File: config.mk
export PLATFORM = sky130hd
export DESIGN_NAME = multibulk_command_scanner
export DESIGN_NICKNAME = d
export VERILOG_FILES = /design/src/rtl/core/mbcs_pkg.sv /design/src/rtl/core/multibulk_command_scanner.sv /design/src/rtl/core/mbcs_cfg_regs.sv /design/src/rtl/core/mbcs_in_reg.sv /design/src/rtl/core/mbcs_parser.sv
export SDC_FILE = /design/constraint.sdc
export NUM_CORES = 1
export LEC_CHECK = 0
export ABC_AREA = 0
export BUFFER_PORTS_ARGS = -buffer_cell sky130_fd_sc_hd__buf_2
export CORE_MARGIN = 2
export CORE_UTILIZATION = 50
export DETAILED_ROUTE_END_ITERATION = 6
export MAX_ROUTING_LAYER = met4
export PLACE_DENSITY = 0.75
export SYNTH_ARGS = -nofsm -noshare
export SYNTH_HDL_FRONTEND = slang
export SYNTH_HIERARCHICAL = 1
export SYNTH_SLANG_ARGS = --single-unit
File: constraint.sdc
create_clock -name i_clk -period 9.35 [get_ports i_clk]
set_input_delay 1.87 -clock i_clk [delete_from_list [all_inputs] [get_ports i_clk]]
set_output_delay 1.87 -clock i_clk [all_outputs]
set_load 0.005 [all_outputs]
File: src/rtl/core/mbcs_pkg.sv
`timescale 1ns / 1ps
// Shared constants for the multi-bulk command scanner: event codes, marker
// characters, register indexes and parameter defaults. No dependencies.
package mbcs_pkg;

    localparam int COUNT_BITS_DEF  = 20;
    localparam int LENGTH_BITS_DEF = 32;
    localparam int SIZE_BITS_DEF   = 48;

    // result event codes
    localparam int EVENT_BITS = 3;
    localparam logic [EVENT_BITS-1:0] EV_FRAME = 3'd0;
    localparam logic [EVENT_BITS-1:0] EV_BYTE  = 3'd1;
    localparam logic [EVENT_BITS-1:0] EV_WORD  = 3'd2;
    localparam logic [EVENT_BITS-1:0] EV_DONE  = 3'd3;
    localparam logic [EVENT_BITS-1:0] EV_BAD   = 3'd4;

    // stream characters
    localparam logic [7:0] CH_STAR   = 8'h2A;
    localparam logic [7:0] CH_DOLLAR = 8'h24;
    localparam logic [7:0] CH_CR     = 8'h0D;
    localparam logic [7:0] CH_LF     = 8'h0A;
    localparam logic [7:0] CH_ZERO   = 8'h30;
    localparam logic [7:0] CH_NINE   = 8'h39;

    // configuration register indexes
    localparam int CFG_IDX_BITS = 1;
    localparam logic [CFG_IDX_BITS-1:0] REG_MAX_ELEMENTS   = 1'b0;
    localparam logic [CFG_IDX_BITS-1:0] REG_MAX_WORD_BYTES = 1'b1;

    // reset value of the bulk length limit: 2**29, all ones if it does not fit
    localparam int              WORD_LIMIT_RST_LOG2 = 29;
    localparam longint unsigned WORD_LIMIT_RST      = 64'd536870912;

endpackage

File: src/rtl/core/multibulk_command_scanner.sv
`timescale 1ns / 1ps
// Multi-bulk command scanner, top level.
// Depends on mbcs_pkg, mbcs_cfg_regs, mbcs_in_reg and mbcs_parser.
//
// Usage:
//   s_axis carries the raw command stream, one byte per transaction in tdata.
//   m_axis returns one result per byte: tuser is the event (framing, payload
//   byte, word complete, command complete, not a command), tdata the payload
//   byte, word index, offset, word length, element count and command bytes.
//   The cfg channel writes the element count limit (index 0) and the bulk
//   length limit (index 1); write only while no byte is in flight.
// Timing:
//   A byte accepted into the input register moves on into the result register,
//   where its result shows. One byte is taken every cycle while m_axis does not
//   stall; the parse state update, a multiply by ten and a compare, is
//   combinational logic between those two registers.
// Reset (i_rst_n low, synchronous) empties both registers, restores the
// limits and puts the parser back to waiting for a star.
// When m_axis stalls, the result holds and one more byte is held in the input
// register; s_axis_tready then drops until the result is taken.
module multibulk_command_scanner #(
    parameter int COUNT_BITS  = mbcs_pkg::COUNT_BITS_DEF,
    parameter int LENGTH_BITS = mbcs_pkg::LENGTH_BITS_DEF,
    parameter int SIZE_BITS   = mbcs_pkg::SIZE_BITS_DEF,
    parameter int CFG_BITS    = (COUNT_BITS > LENGTH_BITS) ? COUNT_BITS : LENGTH_BITS,
    parameter int TDATA_BITS  = ((8 + 2 * COUNT_BITS + 2 * LENGTH_BITS + SIZE_BITS + 7) / 8) * 8
) (
    input  logic                              i_clk,
    input  logic                              i_rst_n,
    input  logic                              s_axis_tvalid,
    output logic                              s_axis_tready,
    input  logic [7:0]                        s_axis_tdata,   // data_byte
    output logic                              m_axis_tvalid,
    input  logic                              m_axis_tready,
    // payload_byte, word_index, word_offset, word_length, element_count,
    // command_bytes, zero fill
    output logic [TDATA_BITS-1:0]             m_axis_tdata,
    output logic [mbcs_pkg::EVENT_BITS-1:0]   m_axis_tuser,   // event_res
    input  logic                              i_cfg_valid,
    output logic                              o_cfg_ready,
    input  logic [mbcs_pkg::CFG_IDX_BITS-1:0] i_cfg_index,
    input  logic [CFG_BITS-1:0]               i_cfg_data
);
    import mbcs_pkg::*;

    logic [COUNT_BITS-1:0]  max_elements;
    logic [LENGTH_BITS-1:0] max_word_bytes;
    logic                   in_valid;
    logic                   in_ready;
    logic [7:0]             in_data;

    mbcs_cfg_regs #(
        .COUNT_BITS  (COUNT_BITS),
        .LENGTH_BITS (LENGTH_BITS),
        .CFG_BITS    (CFG_BITS)
    ) u_cfg (
        .i_clk            (i_clk),
        .i_rst_n          (i_rst_n),
        .i_cfg_valid      (i_cfg_valid),
        .o_cfg_ready      (o_cfg_ready),
        .i_cfg_index      (i_cfg_index),
        .i_cfg_data       (i_cfg_data),
        .o_max_elements   (max_elements),
        .o_max_word_bytes (max_word_bytes)
    );

    mbcs_in_reg u_in (
        .i_clk        (i_clk),
        .i_rst_n      (i_rst_n),
        .i_valid      (s_axis_tvalid),
        .o_ready      (s_axis_tready),
        .i_data       (s_axis_tdata),
        .o_valid      (in_valid),
        .i_down_ready (in_ready),
        .o_data       (in_data)
    );

    mbcs_parser #(
        .COUNT_BITS  (COUNT_BITS),
        .LENGTH_BITS (LENGTH_BITS),
        .SIZE_BITS   (SIZE_BITS),
        .TDATA_BITS  (TDATA_BITS)
    ) u_parser (
        .i_clk            (i_clk),
        .i_rst_n          (i_rst_n),
        .i_valid          (in_valid),
        .o_ready          (in_ready),
        .i_data           (in_data),
        .i_max_elements   (max_elements),
        .i_max_word_bytes (max_word_bytes),
        .o_valid          (m_axis_tvalid),
        .i_ready          (m_axis_tready),
        .o_event          (m_axis_tuser),
        .o_tdata          (m_axis_tdata)
    );

endmodule

File: src/rtl/core/mbcs_cfg_regs.sv
`timescale 1ns / 1ps
// Configuration registers of the scanner: element count and bulk length limits.
// Depends on mbcs_pkg.
module mbcs_cfg_regs #(
    parameter int COUNT_BITS  = mbcs_pkg::COUNT_BITS_DEF,
    parameter int LENGTH_BITS = mbcs_pkg::LENGTH_BITS_DEF,
    parameter int CFG_BITS    = (COUNT_BITS > LENGTH_BITS) ? COUNT_BITS : LENGTH_BITS
) (
    input  logic                              i_clk,
    input  logic                              i_rst_n,
    input  logic                              i_cfg_valid,
    output logic                              o_cfg_ready,
    input  logic [mbcs_pkg::CFG_IDX_BITS-1:0] i_cfg_index,
    input  logic [CFG_BITS-1:0]               i_cfg_data,
    output logic [COUNT_BITS-1:0]             o_max_elements,
    output logic [LENGTH_BITS-1:0]            o_max_word_bytes
);
    import mbcs_pkg::*;

    localparam logic [LENGTH_BITS-1:0] WORD_RST =
        (LENGTH_BITS > WORD_LIMIT_RST_LOG2) ? LENGTH_BITS'(WORD_LIMIT_RST) : '1;

    logic [COUNT_BITS-1:0]  r_max_elements;
    logic [LENGTH_BITS-1:0] r_max_word_bytes;

    always_ff @(posedge i_clk) begin
        if (!i_rst_n) begin
            r_max_elements   <= '1;
            r_max_word_bytes <= WORD_RST;
        end else if (i_cfg_valid) begin
            case (i_cfg_index)
                REG_MAX_ELEMENTS:   r_max_elements   <= i_cfg_data[COUNT_BITS-1:0];
                REG_MAX_WORD_BYTES: r_max_word_bytes <= i_cfg_data[LENGTH_BITS-1:0];
                default: ;
            endcase
        end
    end

    assign o_cfg_ready      = 1'b1;
    assign o_max_elements   = r_max_elements;
    assign o_max_word_bytes = r_max_word_bytes;

endmodule

File: src/rtl/core/mbcs_in_reg.sv
`timescale 1ns / 1ps
// Input register of the scanner: holds one accepted byte for the parser.
// Depends on nothing but the clock and reset.
module mbcs_in_reg (
    input  logic       i_clk,
    input  logic       i_rst_n,
    input  logic       i_valid,
    output logic       o_ready,
    input  logic [7:0] i_data,
    output logic       o_valid,
    input  logic       i_down_ready,
    output logic [7:0] o_data
);
    logic       r_valid;
    logic [7:0] r_data;

    // take a new byte when empty or when the held one leaves in the same cycle
    assign o_ready = !r_valid || i_down_ready;

    always_ff @(posedge i_clk) begin
        if (!i_rst_n) begin
            r_valid <= 1'b0;
        end else if (i_valid && o_ready) begin
            r_valid <= 1'b1;
        end else if (i_down_ready) begin
            r_valid <= 1'b0;
        end
    end

    always_ff @(posedge i_clk) begin
        if (i_valid && o_ready) begin
            r_data <= i_data;
        end
    end

    assign o_valid = r_valid;
    assign o_data  = r_data;

endmodule

File: src/rtl/core/mbcs_parser.sv
`timescale 1ns / 1ps
// Parse state machine and result register: one byte in, one event out.
// Depends on mbcs_pkg.
module mbcs_parser #(
    parameter int COUNT_BITS  = mbcs_pkg::COUNT_BITS_DEF,
    parameter int LENGTH_BITS = mbcs_pkg::LENGTH_BITS_DEF,
    parameter int SIZE_BITS   = mbcs_pkg::SIZE_BITS_DEF,
    parameter int TDATA_BITS  = ((8 + 2 * COUNT_BITS + 2 * LENGTH_BITS + SIZE_BITS + 7) / 8) * 8
) (
    input  logic                            i_clk,
    input  logic                            i_rst_n,
    input  logic                            i_valid,
    output logic                            o_ready,
    input  logic [7:0]                      i_data,
    input  logic [COUNT_BITS-1:0]           i_max_elements,
    input  logic [LENGTH_BITS-1:0]          i_max_word_bytes,
    output logic                            o_valid,
    input  logic                            i_ready,
    output logic [mbcs_pkg::EVENT_BITS-1:0] o_event,
    output logic [TDATA_BITS-1:0]           o_tdata
);
    import mbcs_pkg::*;

    localparam int ACC_BITS  = (COUNT_BITS > LENGTH_BITS) ? COUNT_BITS : LENGTH_BITS;
    localparam int PROD_BITS = ACC_BITS + 4;

    localparam logic [3:0] PH_WAIT     = 4'd0;
    localparam logic [3:0] PH_COUNT    = 4'd1;
    localparam logic [3:0] PH_COUNT_LF = 4'd2;
    localparam logic [3:0] PH_DOLLAR   = 4'd3;
    localparam logic [3:0] PH_LEN      = 4'd4;
    localparam logic [3:0] PH_LEN_LF   = 4'd5;
    localparam logic [3:0] PH_PAYLOAD  = 4'd6;
    localparam logic [3:0] PH_PAY_CR   = 4'd7;
    localparam logic [3:0] PH_PAY_LF   = 4'd8;

    // parse state
    logic [3:0]             r_phase, n_phase;
    logic [ACC_BITS-1:0]    r_acc, n_acc;
    logic                   r_seen, n_seen;
    logic [COUNT_BITS-1:0]  r_total, n_total;
    logic [COUNT_BITS-1:0]  r_pos, n_pos;
    logic [LENGTH_BITS-1:0] r_left, n_left;
    logic [LENGTH_BITS-1:0] r_wsize, n_wsize;
    logic [SIZE_BITS-1:0]   r_cnt, n_cnt;

    // result register
    logic                   r_out_valid;
    logic [EVENT_BITS-1:0]  r_ev, n_ev;
    logic [7:0]             r_pbyte, n_pbyte;
    logic [COUNT_BITS-1:0]  r_windex;
    logic [LENGTH_BITS-1:0] r_offset, n_offset;
    logic [LENGTH_BITS-1:0] r_wlen;
    logic [COUNT_BITS-1:0]  r_ecount;
    logic [SIZE_BITS-1:0]   r_cbytes;

    logic                   fire;
    logic                   wait_ph;
    logic [ACC_BITS-1:0]    c_acc;
    logic                   c_seen;
    logic [COUNT_BITS-1:0]  c_total;
    logic [COUNT_BITS-1:0]  c_pos;
    logic [LENGTH_BITS-1:0] c_left;
    logic [LENGTH_BITS-1:0] c_wsize;
    logic [SIZE_BITS-1:0]   c_cnt;
    logic                   is_digit;
    logic [3:0]             digit_val;
    logic [ACC_BITS-1:0]    limit;
    logic [PROD_BITS-1:0]   acc_ext;
    logic [PROD_BITS-1:0]   prod;
    logic                   over;
    logic                   last_elem;
    logic [3:0]             num_next;

    assign o_ready = !r_out_valid || i_ready;
    assign fire    = i_valid && o_ready;

    // a new command starts from cleared counters
    assign wait_ph = (r_phase == PH_WAIT);
    assign c_acc   = wait_ph ? '0 : r_acc;
    assign c_seen  = wait_ph ? 1'b0 : r_seen;
    assign c_total = wait_ph ? '0 : r_total;
    assign c_pos   = wait_ph ? '0 : r_pos;
    assign c_left  = wait_ph ? '0 : r_left;
    assign c_wsize = wait_ph ? '0 : r_wsize;
    assign c_cnt   = wait_ph ? '0 : r_cnt;

    assign is_digit  = (i_data >= CH_ZERO) && (i_data <= CH_NINE);
    assign digit_val = 4'(i_data - CH_ZERO);
    assign limit     = (r_phase == PH_COUNT) ? ACC_BITS'(i_max_elements)
                                             : ACC_BITS'(i_max_word_bytes);
    assign acc_ext   = PROD_BITS'(c_acc);
    assign prod      = (acc_ext << 3) + (acc_ext << 1) + PROD_BITS'(digit_val);
    assign over      = prod > PROD_BITS'(limit);
    assign last_elem = ({1'b0, c_pos} + (COUNT_BITS + 1)'(1)) >= {1'b0, c_total};
    assign num_next  = (r_phase == PH_COUNT) ? PH_COUNT_LF : PH_LEN_LF;

    always_comb begin
        n_phase  = r_phase;
        n_acc    = c_acc;
        n_seen   = c_seen;
        n_total  = c_total;
        n_pos    = c_pos;
        n_left   = c_left;
        n_wsize  = c_wsize;
        n_cnt    = (c_cnt == '1) ? c_cnt : c_cnt + SIZE_BITS'(1);
        n_ev     = EV_FRAME;
        n_pbyte  = '0;
        n_offset = '0;
        case (r_phase)
            PH_WAIT: begin
                if (i_data == CH_STAR) begin
                    n_phase = PH_COUNT;
                end else begin
                    n_ev = EV_BAD;
                end
            end
            PH_COUNT, PH_LEN: begin
                if (is_digit) begin
                    if (over) begin
                        n_ev = EV_BAD;
                    end else begin
                        n_acc  = prod[ACC_BITS-1:0];
                        n_seen = 1'b1;
                    end
                end else if (c_seen && i_data == CH_CR) begin
                    n_phase = num_next;
                end else begin
                    n_ev = EV_BAD;
                end
            end
            PH_COUNT_LF: begin
                if (i_data != CH_LF) begin
                    n_ev = EV_BAD;
                end else begin
                    n_total = c_acc[COUNT_BITS-1:0];
                    if (c_acc[COUNT_BITS-1:0] == '0) begin
                        n_ev    = EV_DONE;
                        n_phase = PH_WAIT;
                    end else begin
                        n_phase = PH_DOLLAR;
                    end
                end
            end
            PH_DOLLAR: begin
                if (i_data == CH_DOLLAR) begin
                    n_acc   = '0;
                    n_seen  = 1'b0;
                    n_wsize = '0;
                    n_phase = PH_LEN;
                end else begin
                    n_ev = EV_BAD;
                end
            end
            PH_LEN_LF: begin
                if (i_data != CH_LF) begin
                    n_ev = EV_BAD;
                end else begin
                    n_wsize = c_acc[LENGTH_BITS-1:0];
                    n_left  = c_acc[LENGTH_BITS-1:0];
                    n_phase = (c_acc[LENGTH_BITS-1:0] == '0) ? PH_PAY_CR : PH_PAYLOAD;
                end
            end
            PH_PAYLOAD: begin
                n_ev     = EV_BYTE;
                n_pbyte  = i_data;
                n_offset = c_wsize - c_left;
                if (c_left != '0) begin
                    n_left = c_left - LENGTH_BITS'(1);
                end
                if (c_left <= LENGTH_BITS'(1)) begin
                    n_phase = PH_PAY_CR;
                end
            end
            PH_PAY_CR: begin
                if (i_data == CH_CR) begin
                    n_phase = PH_PAY_LF;
                end else begin
                    n_ev = EV_BAD;
                end
            end
            PH_PAY_LF: begin
                if (i_data != CH_LF) begin
                    n_ev = EV_BAD;
                end else if (last_elem) begin
                    n_ev    = EV_DONE;
                    n_phase = PH_WAIT;
                end else begin
                    n_ev = EV_WORD;
                end
            end
            default: begin
                n_ev = EV_BAD;
            end
        endcase
        // advance to the next element, or drop the command
        if (n_ev == EV_WORD) begin
            n_pos   = c_pos + COUNT_BITS'(1);
            n_phase = PH_DOLLAR;
        end
        if (n_ev == EV_BAD) begin
            n_phase = PH_WAIT;
        end
    end

    always_ff @(posedge i_clk) begin
        if (!i_rst_n) begin
            r_phase     <= PH_WAIT;
            r_out_valid <= 1'b0;
        end else begin
            if (fire) begin
                r_phase     <= n_phase;
                r_out_valid <= 1'b1;
            end else if (i_ready) begin
                r_out_valid <= 1'b0;
            end
        end
    end

    always_ff @(posedge i_clk) begin
        if (fire) begin
            r_acc    <= n_acc;
            r_seen   <= n_seen;
            r_total  <= n_total;
            r_pos    <= n_pos;
            r_left   <= n_left;
            r_wsize  <= n_wsize;
            r_cnt    <= n_cnt;
            r_ev     <= n_ev;
            r_pbyte  <= n_pbyte;
            r_windex <= c_pos;
            r_offset <= n_offset;
            r_wlen   <= n_wsize;
            r_ecount <= n_total;
            r_cbytes <= n_cnt;
        end
    end

    assign o_valid = r_out_valid;
    assign o_event = r_ev;
    assign o_tdata = TDATA_BITS'({r_cbytes, r_ecount, r_wlen, r_offset, r_windex, r_pbyte});

    a_pbyte_zero: assert property (@(posedge i_clk) disable iff (!i_rst_n)
        r_out_valid && r_ev != EV_BYTE |-> r_pbyte == '0)
        else $error("payload byte set on a non-payload event");

    a_offset_in_word: assert property (@(posedge i_clk) disable iff (!i_rst_n)
        r_out_valid && r_ev == EV_BYTE |-> r_offset < r_wlen)
        else $error("payload offset beyond declared word length");

    a_bad_to_wait: assert property (@(posedge i_clk) disable iff (!i_rst_n)
        fire && (n_ev == EV_BAD || n_ev == EV_DONE) |=> r_phase == PH_WAIT)
        else $error("parser did not return to waiting after end of command");

    a_bytes_nonzero: assert property (@(posedge i_clk) disable iff (!i_rst_n)
        r_out_valid |-> r_cbytes != '0)
        else $error("result carries a zero command byte count");

endmodule
## Yosys cells after proc, flatten, opt, wreduce, memory -nomap -nowiden

Index checks and enable logic that the tools add are counted.

- Register bits: 314
- Logic and storage cells: 133
- Input port bits: 46
- Output and inout port bits: 166

- $add $sub $neg: 8
- Reductions and logical operators: 19
- Bitwise operators: 1
- $lt $le $gt $ge: 5
- Mux-type cells: 58
- Equal/unequal tests: 25

Operators by type and width:

| cell | count |
|---|---|
| $mux W32 | 11 |
| $pmux W32 S2 | 3 |
| $mux W20 | 5 |
| $mux W48 | 2 |
| $add A48 B1 Y48 const B | 1 |
| $eq A48 B48 Y1 const B | 1 |
| $mux W4 | 12 |
| $add A35 B33 Y36 | 1 |
| $add A36 B4 Y36 | 1 |
| $gt A36 B32 Y1 | 1 |
| $le A32 B1 Y1 const B | 1 |
| $logic_not A32 Y1 | 1 |
| $pmux W4 S8 | 1 |
| $reduce_bool A32 Y1 | 1 |
| $sub A32 B1 Y32 const B | 1 |
| $sub A32 B32 Y32 | 1 |
| $mux W3 | 10 |
| $pmux W3 S8 | 1 |
| $add A20 B1 Y21 const B | 1 |
| $ge A21 B20 Y1 | 1 |
| $add A20 B1 Y20 const B | 1 |
| $logic_not A20 Y1 | 1 |
| $ne A4 B1 Y1 const B | 5 |
| $ne A4 B4 Y1 const B | 5 |
| 25 further kinds | 47 |

## Logic depth before layout (Yosys ltp)

- Depth after elaboration: 11
- Gate-level depth with buffers: 30
- Mapped depth without buffers: 24

## By module

Netlist, hierarchy kept.

Modules (own cells, without submodules):

| module | cells an instance | sequential area each (µm²) | instances | area each (µm²) |
|---|---|---|---|---|
| mbcs_parser | 1,965 | 7,547.2 | 1 | 18,489.0 |
| mbcs_cfg_regs | 238 | 1,041.0 | 1 | 2,313.5 |
| mbcs_in_reg | 13 | 260.2 | 1 | 297.8 |

## Worst setup path before layout

No wires, ideal clock.

- Kind: input port to flip-flop
- From: input port m_axis_tready
- To: register u_parser.r_phase[2]
- Buffers on the path: 0
- Setup slack: 1.142 ns
- Cell stages on the path: 6
- Setup time: 0.095 ns
- Arrival time: 8.112 ns
- Cells stage by stage: nand2b_1 -> nand2_1 -> inv_1 -> nand4_1 -> or2_2 -> o311ai_1

- Word-level cells in the longest chain between the ends: 3

RTL lines:

| element | RTL line | text |
|---|---|---|
| start: declaration | multibulk_command_scanner.sv:34 | `input logic m_axis_tready,` |
| $logic_or A1 B1 Y1 | mbcs_parser.sv:75 | `assign o_ready = !r_out_valid \|\| i_ready;` |
| $logic_and A1 B1 Y1 | mbcs_parser.sv:76 | `assign fire = i_valid && o_ready;` |
| net u_parser.fire | mbcs_parser.sv:57 | `logic fire;` |
| $reduce_and A12 Y1 (no source line) | -- |  |
| end signal: assignment | mbcs_parser.sv:212 | `r_phase <= n_phase;` |
| end: declaration | mbcs_parser.sv:38 | `logic [3:0] r_phase, n_phase;` |

The timed path passes the listed nets, and every way through them passes these cells.
A chain may end at the register's enable or synchronous reset.

## Worst setup path after layout

- From: register u_parser.r_phase[0]
- To: register u_parser.r_acc[1], data pin

- Word-level cells in the longest chain between the ends: 8
- Elaborated cells between the ends (all ways): 14

RTL lines:

| element | RTL line | text |
|---|---|---|
| $logic_not A4 Y1 | mbcs_parser.sv:79 | `assign wait_ph = (r_phase == PH_WAIT);` |
| $mux W32 | mbcs_parser.sv:80 | `assign c_acc = wait_ph ? '0 : r_acc;` |
| $add A35 B33 Y36 | mbcs_parser.sv:93 | `assign prod = (acc_ext << 3) + (acc_ext << 1) + PROD_BITS'(digit_val);` |
| $add A36 B4 Y36 | mbcs_parser.sv:93 |  |
| $gt A36 B32 Y1 | mbcs_parser.sv:94 | `assign over = prod > PROD_BITS'(limit);` |
| $mux W32 | mbcs_parser.sv:120 | `if (over) begin` |
| $mux W32 | mbcs_parser.sv:119 | `if (is_digit) begin` |
| $pmux W32 S2 (*) | mbcs_parser.sv:110 | `case (r_phase)` |
| net u_parser.n_acc[1] | mbcs_parser.sv:39 | `logic [ACC_BITS-1:0] r_acc, n_acc;` |
| end signal: assignment | mbcs_parser.sv:222 | `r_acc <= n_acc;` |
| end: declaration | mbcs_parser.sv:39 |  |

The timed path passes the listed nets; every way through them passes the cells marked *.

==> summary.txt <==
Layout
  – Filler Cell Count: 3618
  – Share of cells above drive strength 1: 16.2%
  – Ant diodes: 0
  – P&R area growth vs syn: 11.7%
  – Nets: 2561

Pwr
  – Max VDD drop: 0.000122 V
  – Pwr per Cell Area: 134 nW/um^2
  – Leakage power: 10.0 nW

Clocking
  – TritonCTS sink count: 314
  – Root Driver: clkbuf_16
  – CTS tree: yes
  – CTS max path bufs: 3
  – Post-CTS Setup Bufs: 0
  – CTS H-Tree Depth: 2
  – Cts hold-fix bufs: 0
  – Clk_lat worst skew: 0.57 ns
  – Inserted Clock Buffers: 36
  – CTS-repair resized insts: 0
  – Register clock-pin slew on the reported worst setup and hold paths: 0.06 ns

Setup path
  – Critical path origin: u_parser/r_phase[0]$_SDFFE_PN0P_
  – Critical Path AT: 8.25 ns
  – Crit Reg-Reg Endpoint: u_parser/r_acc[1]$_DFFE_PP_
  – CP endpoint kind: register
  – Worst reg-to-reg path cell count: 24
  – CP endpoint: u_parser/r_acc[1]$_DFFE_PP_
  – Worst r2r src: u_parser/r_phase[0]$_SDFFE_PN0P_
  – CP startpoint kind: register
  – Maximum net fanout on the critical path: 33
  – Critical path class: reg -> reg
  – R2r setup slk: 1.41 ns
  – Data required time of the worst path: 9.66 ns

Global route
  – GRT busiest layer: met2
  – Total grt overflow: 0
  – M2 GR Usage: 40.6%
  – Met1 Use GR: 35.4%
  – Global-route wire length before repair: 90400 um
  – Largest net degree at the start of global routing: 155
  – Vias in the first global route: 16600
  – Tot GR Track Use: 26.3%
  – Met3 Usage GRT: 4.85%
  – Initial antenna violation count: 0

Outcome
  – Status: complete, no violations

STA
  – Hold slack: 0.452 ns
  – Setup violations, final: 0
  – RSZ-0062 raised after global routing: no
  – Skew final: 0.0207 ns
  – Max Slew Vio Count: 0
  – Worst-Margin Slew: 1.03 ns
  – Final period utilization: 84.9%
  – TNS Setup: 0 ns
  – Slew margin rel.: 31.2%
  – Hold violation total from the final report: 0
  – Crit path time final: 7.94 ns
  – Fmax achieved: 126 MHz

Detailed routing
  – Initial DRC count: 1799
  – Total number of vias: 17700
  – Vias per inst: 6.04
  – DRT antenna net count: 0
  – Routed WL: 57100 um
  – Pre-antenna DRT Iters: 6
  – Drt drc: 0
  – Wire per inst: 19.5 um

Synthesis
  – Mean Syn Cell Area: 9.52 um^2
  – Ys async rst share: 0%
  – Post-synth top area share: 36.4%
  – Number of register bits inferred by synthesis: 314
  – Sequential area share after synthesis: 41.9%
  – Largest family of logic cells by synthesized area: simple AND/OR/NAND/NOR gates
  – Adder-cell share of the synthesized area: 9.20%
  – Post-synthesis mux area share: 3.52%
  – Post-synth EDFFs: 256
  – Post-Syn Area: 21100 um^2
  – YS warnings: 6
  – Top-count cell post-synth: nand2_1
  – Compound-Gate Fraction of Synth Area: 16.4%
  – Synth Area in Simple Gates: 18.7%
  – Most used DFF post-synth: edfxtp_1
  – Syn Nets: 2416
  – Synth Area in XOR/XNOR: 5.31%
  – Synth cell types: 86
  – Synth top cells by count: 300 x nand2_1, 256 x edfxtp_1, 154 x nor2_1, 152 x ha_1, 122 x inv_1
  – Syn Inst Count: 2216
  – Largest area contributor in the synthesized netlist: edfxtp_1
  – Top post-synthesis cells by area: edfxtp_1 36%, ha_1 9.0%, dfxtp_1 5.5%, nand2_1 5.3%, xnor2_1 3.4%

Die
  – Die width: 209 um
  – Initial Utilization: 50.5%
  – # IOs: 212
  – Die ar.: 43900 um^2
  – Core Area: 41800 um^2
  – Std-Cell Rows: 75
  – Die Height: 209 um

Placement
  – Post-DP HPWL: 41100 um
  – Port bufs: 210
  – Placer Congestion: 0.942

Hold path
  – Worst hold-check path type: reg -> reg

Flow run
  – Max-Cap Viols: 0
[layout make-up]
type / instances / area [um^2] / area share (%)
clock buffers: 48 / 966 / 4.10
clock inverters: 18 / 168 / 0.711
inverters: 123 / 469 / 1.99
multi-input cells: 1658 / 11200 / 47.7
flip-flops and latches: 314 / 8850 / 37.5
well taps: 539 / 674 / 2.86
repair buffers: 228 / 1200 / 5.08
[kinds of logic (layout without fill, tap and decap cells)]
logic type | after synthesis | in the layout
flops | 314 | 314
other cells | 1 | 1
xor+xnor | 128 | 128
buf+inv | 244 | 417
fa+ha+maj | 154 | 154
compound gates | 504 | 504
simple gates | 812 | 812
mux | 59 | 59
[through the flow]
stage	std cells	total power, mW	area (um^2)	setup WS [ns]	utilization, %
after floorplan	2216	1.73	21100	1.14	-
after global placement	2862	1.79	22400	1.84	53.7
after detailed placement	2862	1.80	22400	1.54	53.7
after CTS	2928	3.17	23600	1.51	56.4
after global routing	2928	3.25	23600	0.942	56.4
final	2928	3.15	23600	1.41	56.4
[metal layers]
layer	share of wire (%)	wire, um	vias up
met5	0	0	-
met4	2.7	1560	0
met3	8.3	4720	103
met2	45	26000	749
met1	44	24800	8398
li1	-	-	8425
[cell usage in the layout (no fill, tap or decap), types with 26 or more instances in the layout]
master / synthesis / final
xor2_1: 45 / 45
nand2_1: 300 / 299
clkbuf_16: 0 / 36
o21ai_2: 29 / 29
dfxtp_1: 58 / 58
edfxtp_1: 256 / 256
a21o_1: 42 / 42
or3_1: 26 / 26
nand3_1: 70 / 70
o21ai_0: 107 / 107
nor3_1: 28 / 26
buf_2: 22 / 210
mux2_4: 28 / 28
a21oi_1: 111 / 111
xnor2_1: 83 / 83
and2_1: 32 / 32
inv_1: 122 / 121
nor2_1: 154 / 154
ha_1: 152 / 152
nand4_1: 71 / 71
[worst min-delay path by stage]
| stage | startpoint | slack, ns | endpoint | depth (start not counted) |
|---|---|---|---|---|
| after detailed placement | u_cfg/o_max_word_bytes[0]$_SDFFE_PN0P_ | 0.44 | u_cfg/o_max_word_bytes[0]$_SDFFE_PN0P_ | 2 |
| final | u_cfg/o_max_word_bytes[0]$_SDFFE_PN0P_ | 0.45 | u_cfg/o_max_word_bytes[0]$_SDFFE_PN0P_ | 2 |
| after CTS | u_cfg/o_max_word_bytes[0]$_SDFFE_PN0P_ | 0.45 | u_cfg/o_max_word_bytes[0]$_SDFFE_PN0P_ | 2 |
| after global placement | u_cfg/o_max_word_bytes[31]$_SDFFE_PN0P_ | 0.44 | u_cfg/o_max_word_bytes[31]$_SDFFE_PN0P_ | 2 |
| after global routing | u_cfg/o_max_word_bytes[10]$_SDFFE_PN0P_ | 0.47 | u_cfg/o_max_word_bytes[10]$_SDFFE_PN0P_ | 2 |
| after floorplan | u_cfg/o_max_word_bytes[0]$_SDFFE_PN0P_ | 0.43 | u_cfg/o_max_word_bytes[0]$_SDFFE_PN0P_ | 2 |
[critical path: stages (launching register included)]
cell and delay (ns):
dfxtp_1 0.53, or4_4 0.83, nand2_1 0.38, inv_1 0.12, ha_1 0.21, ha_1 0.22
fa_1 0.44, a211oi_1 0.39, o211ai_1 0.23, a21boi_1 0.28, o21ai_0 0.21, nand3_1 0.16
nand2b_1 0.10, xnor2_1 0.17, ha_1 0.34, nand4_1 0.18, nor4_1 0.42, nand4_1 0.20
o32a_1 0.33, a2111oi_1 0.33, o211ai_1 0.17, nor2_1 0.11, or4b_2 0.58, buf_4 0.35
mux2_1 0.38
[report_power, final]
group	internal [mW]	switching, mW	leakage [nW]
Sequential	1.57	0.0408	2.92
Combinational	0.0607	0.102	6.56
Clock	0.790	0.591	0.555
Total	2.42	0.734	10.0
[state kept, by name, indices dropped and copies added (netlist names)]
name,flops
u_parser/r_seen,1
u_parser/r_windex,20
u_parser/r_pos,20
u_cfg/o_max_elements,20
u_parser/r_acc,32
u_parser/r_wlen,32
u_parser/r_offset,32
u_parser/r_cbytes,48
u_parser/r_ecount,20
u_parser/r_phase,4
u_parser/o_event,3
u_in/o_valid,1
u_parser/r_left,32
u_cfg/o_max_word_bytes,32
u_in/o_data,8
u_parser/o_valid,1
u_parser/r_pbyte,8
(Power assumes the default switching activity.)
